File: config.mk
export PLATFORM = sky130hd
export DESIGN_NAME = scalar_kalman_smoother_core
export DESIGN_NICKNAME = d
export VERILOG_FILES = /design/src/sks_pkg.sv /design/src/scalar_kalman_smoother_core.sv
export SDC_FILE = /design/constraint.sdc
export NUM_CORES = 2
export LEC_CHECK = 0
export BUFFER_PORTS_ARGS = -buffer_cell sky130_fd_sc_hd__buf_2
export CORE_MARGIN = 2
export CORE_UTILIZATION = 31
export DETAILED_ROUTE_END_ITERATION = 10
export GPL_TIMING_DRIVEN = 0
export SLEW_MARGIN = 20
export SYNTH_ARGS = -nofsm -noshare
export SYNTH_HDL_FRONTEND = slang
export SYNTH_SLANG_ARGS = --single-unit
export TNS_END_PERCENT = 1
File: constraint.sdc
create_clock -name clock -period 9.56 [get_ports clock]
set_input_delay 0.956 -clock clock [delete_from_list [all_inputs] [get_ports clock]]
set_output_delay 0.956 -clock clock [all_outputs]
set_load 0.02 [all_outputs]
File: src/sks_pkg.sv
// Shared types and constants of the scalar Kalman smoother.
// No dependencies; used by the core and its checker.
package sks_pkg;

   localparam int DATA_W     = 32;
   localparam int GAIN_W     = 17;
   localparam int FRAC_W     = 16;
   localparam int CSR_IDX_W  = 2;
   localparam int DIV_STEPS  = GAIN_W;
   localparam int CNT_W      = $clog2(DIV_STEPS);
   localparam int MUL_A_W    = DATA_W + 2;
   localparam int MUL_B_W    = GAIN_W + 1;
   localparam int PROD_W     = MUL_A_W + MUL_B_W;

   localparam logic [GAIN_W-1:0] GAIN_ONE = GAIN_W'(1 << FRAC_W);

   localparam logic [DATA_W-1:0] PROCESS_NOISE_RESET = 32'd655;
   localparam logic [DATA_W-1:0] MEASURE_NOISE_RESET = 32'd16384;
   localparam logic [DATA_W-1:0] COV_RESET           = 32'd1311;
   localparam logic [DATA_W-1:0] EST_RESET           = 32'd65536;

   localparam logic [CSR_IDX_W-1:0] CSR_PROCESS_NOISE = 2'd0;
   localparam logic [CSR_IDX_W-1:0] CSR_MEASURE_NOISE = 2'd1;

   typedef enum logic [2:0] {
      ST_IDLE,
      ST_PREDICT,
      ST_DIVIDE,
      ST_MUL_EST,
      ST_MUL_COV,
      ST_FINISH
   } state_type;

endpackage

File: src/scalar_kalman_smoother_core.sv
// Scalar Kalman smoother: one measurement in, one estimate and gain out per beat.
// Depends on sks_pkg.
//
// Each accepted measurement runs through the sequencer from the req beat to rsp_valid:
// the predict state predicts the covariance, the restoring divider forms the Q1.16
// gain one quotient bit per cycle, the estimate update and the covariance shrink
// share one signed 34x18 multiplier, and the finish state loads the result register.
// req_ready is high only while the sequencer is idle; a previous result still
// waiting on rsp_ready holds the sequencer in the finish state before it goes idle.
// The csr port is always ready; write it only while the block is idle.
module scalar_kalman_smoother_core
   import sks_pkg::*;
(
   input  logic                  clock,
   input  logic                  reset,
   input  logic                  req_valid,
   output logic                  req_ready,
   input  logic signed [31:0]    req_measurement,
   output logic                  rsp_valid,
   input  logic                  rsp_ready,
   output logic signed [31:0]    rsp_estimate,
   output logic [16:0]           rsp_gain,
   input  logic                  csr_valid,
   output logic                  csr_ready,
   input  logic [CSR_IDX_W-1:0]  csr_index,
   input  logic [31:0]           csr_wdata
);

   state_type state_ff, state_in;

   logic [DATA_W-1:0]        q_ff, r_ff;
   logic [DATA_W-1:0]        cov_ff;
   logic signed [DATA_W-1:0] est_ff;
   logic signed [DATA_W-1:0] meas_ff;
   logic [DATA_W-1:0]        p_ff;
   logic [DATA_W:0]          den_ff;
   logic [DATA_W:0]          rem_ff;
   logic [GAIN_W-1:0]        bits_ff;
   logic [GAIN_W-1:0]        quot_ff;
   logic [CNT_W-1:0]         cnt_ff;
   logic signed [PROD_W-1:0] prod_ff;
   logic                     rsp_valid_ff;
   logic signed [DATA_W-1:0] rsp_est_ff;
   logic [GAIN_W-1:0]        rsp_gain_ff;

   // control decoded from the state
   logic take_req, do_predict, do_divide, do_mul, do_est, emit;

   // datapath
   logic [DATA_W:0]          p_sum;
   logic [DATA_W-1:0]        p_sat;
   logic [DATA_W+1:0]        rem_shift;
   logic                     rem_ge;
   logic [GAIN_W-1:0]        k_w;
   logic signed [DATA_W:0]   diff_w;
   logic signed [MUL_A_W-1:0] mul_a;
   logic signed [MUL_B_W-1:0] mul_b;
   logic signed [PROD_W-1:0] mul_p;
   logic signed [PROD_W-FRAC_W-1:0] delta_w;
   logic signed [PROD_W-FRAC_W:0]   est_sum;
   logic signed [DATA_W-1:0] est_sat;

   assign csr_ready    = 1'b1;
   assign req_ready    = (state_ff == ST_IDLE);
   assign rsp_valid    = rsp_valid_ff;
   assign rsp_estimate = rsp_est_ff;
   assign rsp_gain     = rsp_gain_ff;

   // next state
   always_comb begin
      state_in = state_ff;
      case (state_ff)
         ST_IDLE:    if (req_valid) state_in = ST_PREDICT;
         ST_PREDICT: state_in = ST_DIVIDE;
         ST_DIVIDE:  if (cnt_ff == CNT_W'(DIV_STEPS - 1)) state_in = ST_MUL_EST;
         ST_MUL_EST: state_in = ST_MUL_COV;
         ST_MUL_COV: state_in = ST_FINISH;
         ST_FINISH:  if (!rsp_valid_ff || rsp_ready) state_in = ST_IDLE;
         default:    state_in = ST_IDLE;
      endcase
   end

   // state decode
   always_comb begin
      take_req   = 1'b0;
      do_predict = 1'b0;
      do_divide  = 1'b0;
      do_mul     = 1'b0;
      do_est     = 1'b0;
      emit       = 1'b0;
      case (state_ff)
         ST_IDLE:    take_req = req_valid;
         ST_PREDICT: do_predict = 1'b1;
         ST_DIVIDE:  do_divide = 1'b1;
         ST_MUL_EST: do_mul = 1'b1;
         ST_MUL_COV: begin
            do_mul = 1'b1;
            do_est = 1'b1;
         end
         ST_FINISH:  emit = !rsp_valid_ff || rsp_ready;
         default:    ;
      endcase
   end

   // predicted covariance, saturated
   assign p_sum = {1'b0, cov_ff} + {1'b0, q_ff};
   assign p_sat = p_sum[DATA_W] ? '1 : p_sum[DATA_W-1:0];

   // one restoring divider step
   assign rem_shift = {rem_ff, bits_ff[GAIN_W-1]};
   assign rem_ge    = rem_shift >= {1'b0, den_ff};

   // a zero denominator forces a zero gain
   assign k_w    = (den_ff == '0) ? '0 : quot_ff;
   assign diff_w = {meas_ff[DATA_W-1], meas_ff} - {est_ff[DATA_W-1], est_ff};

   // shared multiplier: innovation * k, then (1 - k) * p
   always_comb begin
      if (state_ff == ST_MUL_EST) begin
         mul_a = {diff_w[DATA_W], diff_w};
         mul_b = {1'b0, k_w};
      end else begin
         mul_a = {2'b00, p_ff};
         mul_b = {1'b0, GAIN_ONE - k_w};
      end
   end
   assign mul_p = mul_a * mul_b;

   // dropping the low bits of a signed product gives the floor of the scaled delta
   assign delta_w = $signed(prod_ff[PROD_W-1:FRAC_W]);
   assign est_sum = {{(PROD_W-FRAC_W-DATA_W+1){est_ff[DATA_W-1]}}, est_ff}
                    + {delta_w[PROD_W-FRAC_W-1], delta_w};
   always_comb begin
      if (est_sum > $signed({{(PROD_W-FRAC_W-DATA_W+2){1'b0}}, {(DATA_W-1){1'b1}}}))
         est_sat = {1'b0, {(DATA_W-1){1'b1}}};
      else if (est_sum < $signed({{(PROD_W-FRAC_W-DATA_W+2){1'b1}}, {(DATA_W-1){1'b0}}}))
         est_sat = {1'b1, {(DATA_W-1){1'b0}}};
      else
         est_sat = est_sum[DATA_W-1:0];
   end

   always_ff @(posedge clock) begin
      if (reset) begin
         state_ff     <= ST_IDLE;
         q_ff         <= PROCESS_NOISE_RESET;
         r_ff         <= MEASURE_NOISE_RESET;
         cov_ff       <= COV_RESET;
         est_ff       <= EST_RESET;
         rsp_valid_ff <= 1'b0;
      end else begin
         state_ff <= state_in;
         if (csr_valid && csr_ready) begin
            if (csr_index == CSR_PROCESS_NOISE) q_ff <= csr_wdata;
            if (csr_index == CSR_MEASURE_NOISE) r_ff <= csr_wdata;
         end
         if (do_est) est_ff <= est_sat;
         if (emit) begin
            cov_ff       <= prod_ff[DATA_W+FRAC_W-1:FRAC_W];
            rsp_valid_ff <= 1'b1;
         end else if (rsp_ready) begin
            rsp_valid_ff <= 1'b0;
         end
      end
   end

   // payload registers
   always_ff @(posedge clock) begin
      if (take_req) meas_ff <= req_measurement;
      if (do_predict) begin
         p_ff    <= p_sat;
         den_ff  <= {1'b0, p_sat} + {1'b0, r_ff};
         rem_ff  <= {2'b00, p_sat[DATA_W-1:1]};
         bits_ff <= {p_sat[0], {(GAIN_W-1){1'b0}}};
         quot_ff <= '0;
         cnt_ff  <= '0;
      end
      if (do_divide) begin
         rem_ff  <= rem_ge ? (DATA_W+1)'(rem_shift - {1'b0, den_ff})
                           : rem_shift[DATA_W:0];
         bits_ff <= {bits_ff[GAIN_W-2:0], 1'b0};
         quot_ff <= {quot_ff[GAIN_W-2:0], rem_ge};
         cnt_ff  <= cnt_ff + CNT_W'(1);
      end
      if (do_mul) prod_ff <= mul_p;
      // load the result only once the previous beat has left
      if (emit) begin
         rsp_gain_ff <= k_w;
         rsp_est_ff  <= est_ff;
      end
   end

endmodule

---- After elaboration in Yosys (flattened, before gate mapping) ----
Index checks and enable logic that the tools add are counted.
storage, ports and cells
  bits in registers ....................... 386
  input bits .............................. 71
  output and inout bits ................... 52
  word-level logic and storage cells ...... 74
operators by class
  $add $sub $neg .......................... 7
  multiply operators ...................... 1
  order comparisons ....................... 3
  eq/ne operators ......................... 10
  muxes and demuxes ....................... 26
  reductions and logical operators ........ 11
operators with widths
  operator                                                       number
  2-to-1 mux 33 bit                                              3
  2-to-1 mux 32 bit                                              3
  2-to-1 mux 17 bit                                              5
  adder 32 x 32 -> 33 bit                                        2
  multiplier 34 x 18 -> 52 bit                                   1
  adder 32 x 36 -> 37 bit                                        1
  > comparator 37 x 32 -> 1 bit (second input constant)          1
  less-than comparator 37 x 32 -> 1 bit (second input constant)  1
  >= comparator 34 x 33 -> 1 bit                                 1
  2-to-1 mux 34 bit                                              1
  zero test 33 bit                                               1
  subtractor 32 x 32 -> 33 bit                                   1
  subtractor 33 bit                                              1
  one-hot mux 3 bit (6 select lines)                             1
  subtractor 17 bit (first input constant)                       1
  2-to-1 mux 5 bit                                               2
  2-to-1 mux 3 bit                                               3
  2-to-1 mux 1 bit                                               8
  equality test 3 x 2 -> 1 bit (second input constant)           2
  equality test 3 bit (second input constant)                    2
  != test 2 bit (second input constant)                          3
  adder 5 x 1 -> 5 bit (second input constant)                   1
  equality test 5 bit (second input constant)                    1
  AND reduction 2 bit                                            2
  other kinds (9)                                                10

---- Logic depth before layout (Yosys ltp) ----
  word-level depth ........................ 5
  mapped depth ............................ 39
  mapped depth without buffers ............ 38

---- Worst setup path after synthesis ----
No wires, ideal clock.
  kind .................................... reg-to-reg
  start point ............................. reg den_ff[31]
  end point ............................... reg prod_ff[39] (data pin)
  setup time .............................. 0.260 ns
  data arrival time ....................... 8.667 ns
  required time ........................... 9.300 ns
  setup slack ............................. 0.634 ns
  stages on the path, launching flop included .. 34
  buffers on the path ..................... 3
  clock period less this slack ............ 8.926 ns
  cells stage by stage .................... edfxtp_1 nor4_1 nand4_1 or4_1 clkbuf_1 nand2_1 ha_1 clkbuf_1 o22ai_1 a22oi_1 clkbuf_1 nor2_1 fa_1 inv_1 fa_1 fa_1 inv_1 fa_1 fa_1 inv_1 fa_1 inv_1 ha_1 a21o_1 a21o_1 a21o_1 a21oi_1 o21ai_0 o21a_1 o31a_1 o21a_1 or2_2 a21o_1 xor2_1
on the way
  longest elaborated chain between the ends .. 5
ends and longest elaborated chain
  what                              line                                RTL
  from (decl)                       scalar_kalman_smoother_core.sv:36   logic [DATA_W:0] den_ff;
  from (signal assigned)            scalar_kalman_smoother_core.sv:171  den_ff <= {1'b0, p_sat} + {1'b0, r_ff};
  zero test 33 bit (*)              scalar_kalman_smoother_core.sv:114  assign k_w = (den_ff == '0) ? '0 : quot_ff;
  2-to-1 mux 17 bit (*)             scalar_kalman_smoother_core.sv:114
  subtractor 17 bit                 scalar_kalman_smoother_core.sv:124  mul_b = {1'b0, GAIN_ONE - k_w};
  2-to-1 mux 17 bit (*)             scalar_kalman_smoother_core.sv:119  if (state_ff == ST_MUL_EST) begin
  multiplier 34 x 18 -> 52 bit (*)  scalar_kalman_smoother_core.sv:127  assign mul_p = mul_a * mul_b;
  via mul_p[39]                     scalar_kalman_smoother_core.sv:58   logic signed [PROD_W-1:0] mul_p;
  to (signal assigned)              scalar_kalman_smoother_core.sv:184  if (do_mul) prod_ff <= mul_p;
  to (decl)                         scalar_kalman_smoother_core.sv:41   logic signed [PROD_W-1:0] prod_ff;
Mark *: on every way through the listed nets, which the timed path passes. The rest lies on a longest branch.
A chain may end at the register's enable or synchronous reset.

---- Worst setup path in the final report ----
  start point ............................. reg meas_ff[8]
  end point ............................... reg prod_ff[46] (data pin)
on the way
  longest elaborated chain between the ends .. 3
ends and longest elaborated chain
  what                          line                                RTL
  from (decl)                   scalar_kalman_smoother_core.sv:34   logic signed [DATA_W-1:0] meas_ff;
  from (signal assigned)        scalar_kalman_smoother_core.sv:168  if (take_req) meas_ff <= req_measurement;
  subtractor 32 x 32 -> 33 bit  scalar_kalman_smoother_core.sv:115  assign diff_w = {meas_ff[DATA_W-1], meas_ff} - {est_ff[DATA_W-1], est_ff};
  2-to-1 mux 34 bit             scalar_kalman_smoother_core.sv:119
  multiplier 34 x 18 -> 52 bit  scalar_kalman_smoother_core.sv:127
  via mul_p[46]                 scalar_kalman_smoother_core.sv:58
The timed path passes the listed nets, and every way through them passes these cells.

==> impl_results.md <==
* # Max-Cap Violations at 0
* TritonRoute pass-1 iters at 6
* First-pass GRT wire length at 202,000 um
* Clock Skew at 20.5 ps
* Ys flop type: edfxtp_1
* Initial DRC count at 3,053
* Initial antenna violation count at 4
* TritonCTS Sinks at 370
* Final std cells w/o fill at 6,569
* Port Buffers at 120
* Tot GR Track Use at 19.6%
* #FFs+latches synth at 370
* Crit path max fanout at 10
* Post-synth EDFFs at 238
* Initial Util at 31.2%
* Mapped Cells at 4,568
* Async set-reset flop share out of synthesis at 0%
* Crit-path slowest cell: fa_1
* Mapped Avg Cell Area at 8.97 um2
* Status: finished, final reports clean
* Share of cells above drive strength 1 at 9.52%
* Clk Latency, worst-skew pair at 590 ps
* CTS Buf Count at 43
* Seq/Total Area, Yosys at 23.9%
* Worst Path Buf+Inv at 4
* Synth Warn # at 0
* Worst Setup End Kind: flip-flop
* RD Place Congestion at 0.945
* Vias at 33,200
* # setup viols final at 0
* Hold Crit Class: flip-flop to flip-flop
* Final Critical Period at 9340 ps
* Fin. Hold Viols at 0
* Critical path data arrival time at 9660 ps
* Routed vias/inst at 5.06
* Rows at 133
* Die ar. at 135,000 um2
* Cell Area, Placed at 43,900 um2
* Cts hold-fix bufs at 0
* Chip width at 368 um
* Placed insts at 6,449
* CTS Buffer Depth at 3
* Residual DRC at 0
* Core box area at 131,000 um2
* Cell area after layout at 46,600 um2
* Critical path's top delay family: adder cells
* Crit path top cell by count: fa_1
* CTS tree: built
* GRT overflow at 0
* Final period util at 97.7%
* Setup WS post-layout at 223 ps
* Slew headroom at 24.0%
* Setup Slack @ Placement at -2560 ps
* RSZ-0062 raised after global routing: true
* Max Slew Vio Count at 0
* CP peak stage delay at 630 ps
* IO Count at 123
* DP HPWL at 113,000 um
* Vias in the first global route at 32,800
* Worst-Margin Slew at 1110 ps
* Post-route ant nets at 0
* Netlist cell types at 92
* Synthesized Nets at 5,468
* Startpoint types: flip-flop
* Per-cell routed wire length at 20.4 um
* Clk slew on worst S/H paths at 60 ps
* Layout fillers at 13,400
* Area delta synth->final at 13.8%
* Nets@finish at 5,678
* Largest net degree at the start of global routing at 58
* Post-synthesis cell area at 41,000 um2
* H-tree lvl count at 2
* Die outline height at 368 um
* Root Driver: clkbuf_16
* Total Wirelength at 134,000 um
* Worst path required time at 9880 ps
* Achievable Freq at 107 MHz
* Critical path class: flip-flop to flip-flop
[metrics by stage]
stage | hold slack, ps | setup TNS [ps] | util, %
after floorplan | 440 | 0 | -
after global placement | 454 | -72290 | 33.3
after detailed placement | 455 | -61400 | 33.5
after CTS | 463 | -3.66 | 35.1
after global routing | 477 | -102 | 35.5
final | 462 | 0 | 35.5
[routing by layer]
layer | vias to the layer above | global-route usage [%] | share of wire, % | routed length (um)
met3 | 261 | 1.97 | 6.5 | 8700
met2 | 1242 | 30.6 | 44 | 59000
li1 | 15300 | - | - | -
met5 | - | 0 | 0.0097 | 13
met1 | 16500 | 27.9 | 45 | 60100
met4 | 2 | 7.83 | 4.7 | 6370
[synthesized netlist by cell type (30+ instances only)]
| library cell | number | area share [%] |
|---|---|---|
| a21o_1 | 119 | 2.2 |
| a21oi_1 | 335 | 4.1 |
| a31oi_1 | 31 | 0.47 |
| and2_1 | 65 | 0.99 |
| and3_1 | 39 | 0.60 |
| clkbuf_1 | 143 | 1.3 |
| dfxtp_1 | 132 | 6.5 |
| edfxtp_1 | 238 | 17 |
| fa_1 | 543 | 27 |
| ha_1 | 286 | 8.7 |
| inv_1 | 755 | 6.9 |
| nand2_1 | 771 | 7.1 |
| nand2b_1 | 30 | 0.46 |
| nand3_1 | 46 | 0.56 |
| nor2_1 | 237 | 2.2 |
| nor2b_1 | 51 | 0.78 |
| nor3_1 | 66 | 0.81 |
| o21a_1 | 40 | 0.73 |
| o21ai_0 | 124 | 1.5 |
| o21bai_1 | 31 | 0.57 |
| xnor2_1 | 120 | 2.6 |
| xor2_1 | 66 | 1.4 |
[path summary, 6_finish.rpt]
kind / start / to / slack (ps) / cells after the start
worst min register to register: cov_ff[9] / cov_ff[9] / 460 / 2
worst min-delay path: cov_ff[9] / cov_ff[9] / 460 / 2
worst max-delay path: meas_ff[8] / prod_ff[46] / 220 / 33
worst max register to register: meas_ff[8] / prod_ff[46] / 220 / 33
[worst register-to-register path, delay by kind of cell (launching register included)]
family                   cells  cell delay [ps]
buffers and inverters        4              510
AND/OR/NAND/NOR              4              660
adder cells (fa/ha/maj)      8             3850
flip-flops                   1              450
AO/OA/AOI/OAI               15             3380
XOR/XNOR                     2              250
[flip-flops by register name, summed over array words and instances (netlist names)]
signal        flops
cov_ff           32
rem_ff           33
rsp_valid         1
meas_ff          32
state_ff          3
rsp_estimate     32
p_ff             32
est_ff           32
rsp_gain         17
r_ff             32
quot_ff          17
prod_ff          36
q_ff             32
bits_ff           1
cnt_ff            5
den_ff           33
[placed cells by master, fill, tap and decap left out, types with 11 or more instances in the layout]
| master | netlist | layout |
|---|---|---|
| nand2_1 | 771 | 766 |
| inv_1 | 755 | 751 |
| fa_1 | 543 | 538 |
| a21oi_1 | 335 | 325 |
| ha_1 | 286 | 277 |
| edfxtp_1 | 238 | 238 |
| nor2_1 | 237 | 234 |
| buf_2 | 16 | 133 |
| dfxtp_1 | 132 | 126 |
| a21o_1 | 119 | 119 |
| xnor2_1 | 120 | 115 |
| o21ai_0 | 124 | 114 |
| clkbuf_1 | 143 | 89 |
| xor2_1 | 66 | 66 |
| nor3_1 | 66 | 63 |
| and2_1 | 65 | 63 |
| nor2b_1 | 51 | 51 |
| buf_4 | 3 | 51 |
| nand3_1 | 46 | 45 |
| clkbuf_16 | 0 | 44 |
| and3_1 | 39 | 39 |
| o21a_1 | 40 | 38 |
| o21bai_1 | 31 | 31 |
| nand2b_1 | 30 | 30 |
| a31oi_1 | 31 | 28 |
| nand4_1 | 27 | 27 |
| clkbuf_2 | 2 | 24 |
| a211oi_1 | 24 | 22 |
| clkbuf_4 | 0 | 15 |
| or3_1 | 14 | 14 |
| o211ai_1 | 14 | 14 |
| o21ai_4 | 1 | 11 |
| o21ai_1 | 16 | 11 |
| buf_6 | 2 | 11 |
[final cells by class]
type | instances | area, um2 | share of cell area (%)
Inverter | 757 | 2850 | 6.11
Clock inverter | 31 | 287 | 0.614
Sequential cell | 370 | 9800 | 21.0
Tap cell | 1755 | 2200 | 4.71
Multi-Input combinational cell | 3264 | 28300 | 60.7
Timing Repair Buffer | 172 | 1120 | 2.40
Clock buffer | 48 | 1130 | 2.41
Buffer | 170 | 933 | 2.00
Antenna cell | 2 | 5.00 | 0.0107
[cells by family after synthesis]
group / count (synthesis) / share of synthesized area, %
fa+ha+maj: 829 / 35.3
mux: 16 / 0.406
other cells: 1 / 0.00915
simple gates: 1400 / 15.1
compound gates: 832 / 12.7
flops: 370 / 23.9
buf+inv: 934 / 8.72
xor+xnor: 186 / 3.98
[timing repair]
action                     4_1_cts  5_1_grt
gates resized for setup        138      151
setup buffers                   23       23
pin swaps                       19       32
setup endpoints to repair       36       16
Power is left out: the tool's default activity adds up to more than one toggle a clock period on the data nets, which glitch-free logic cannot reach.
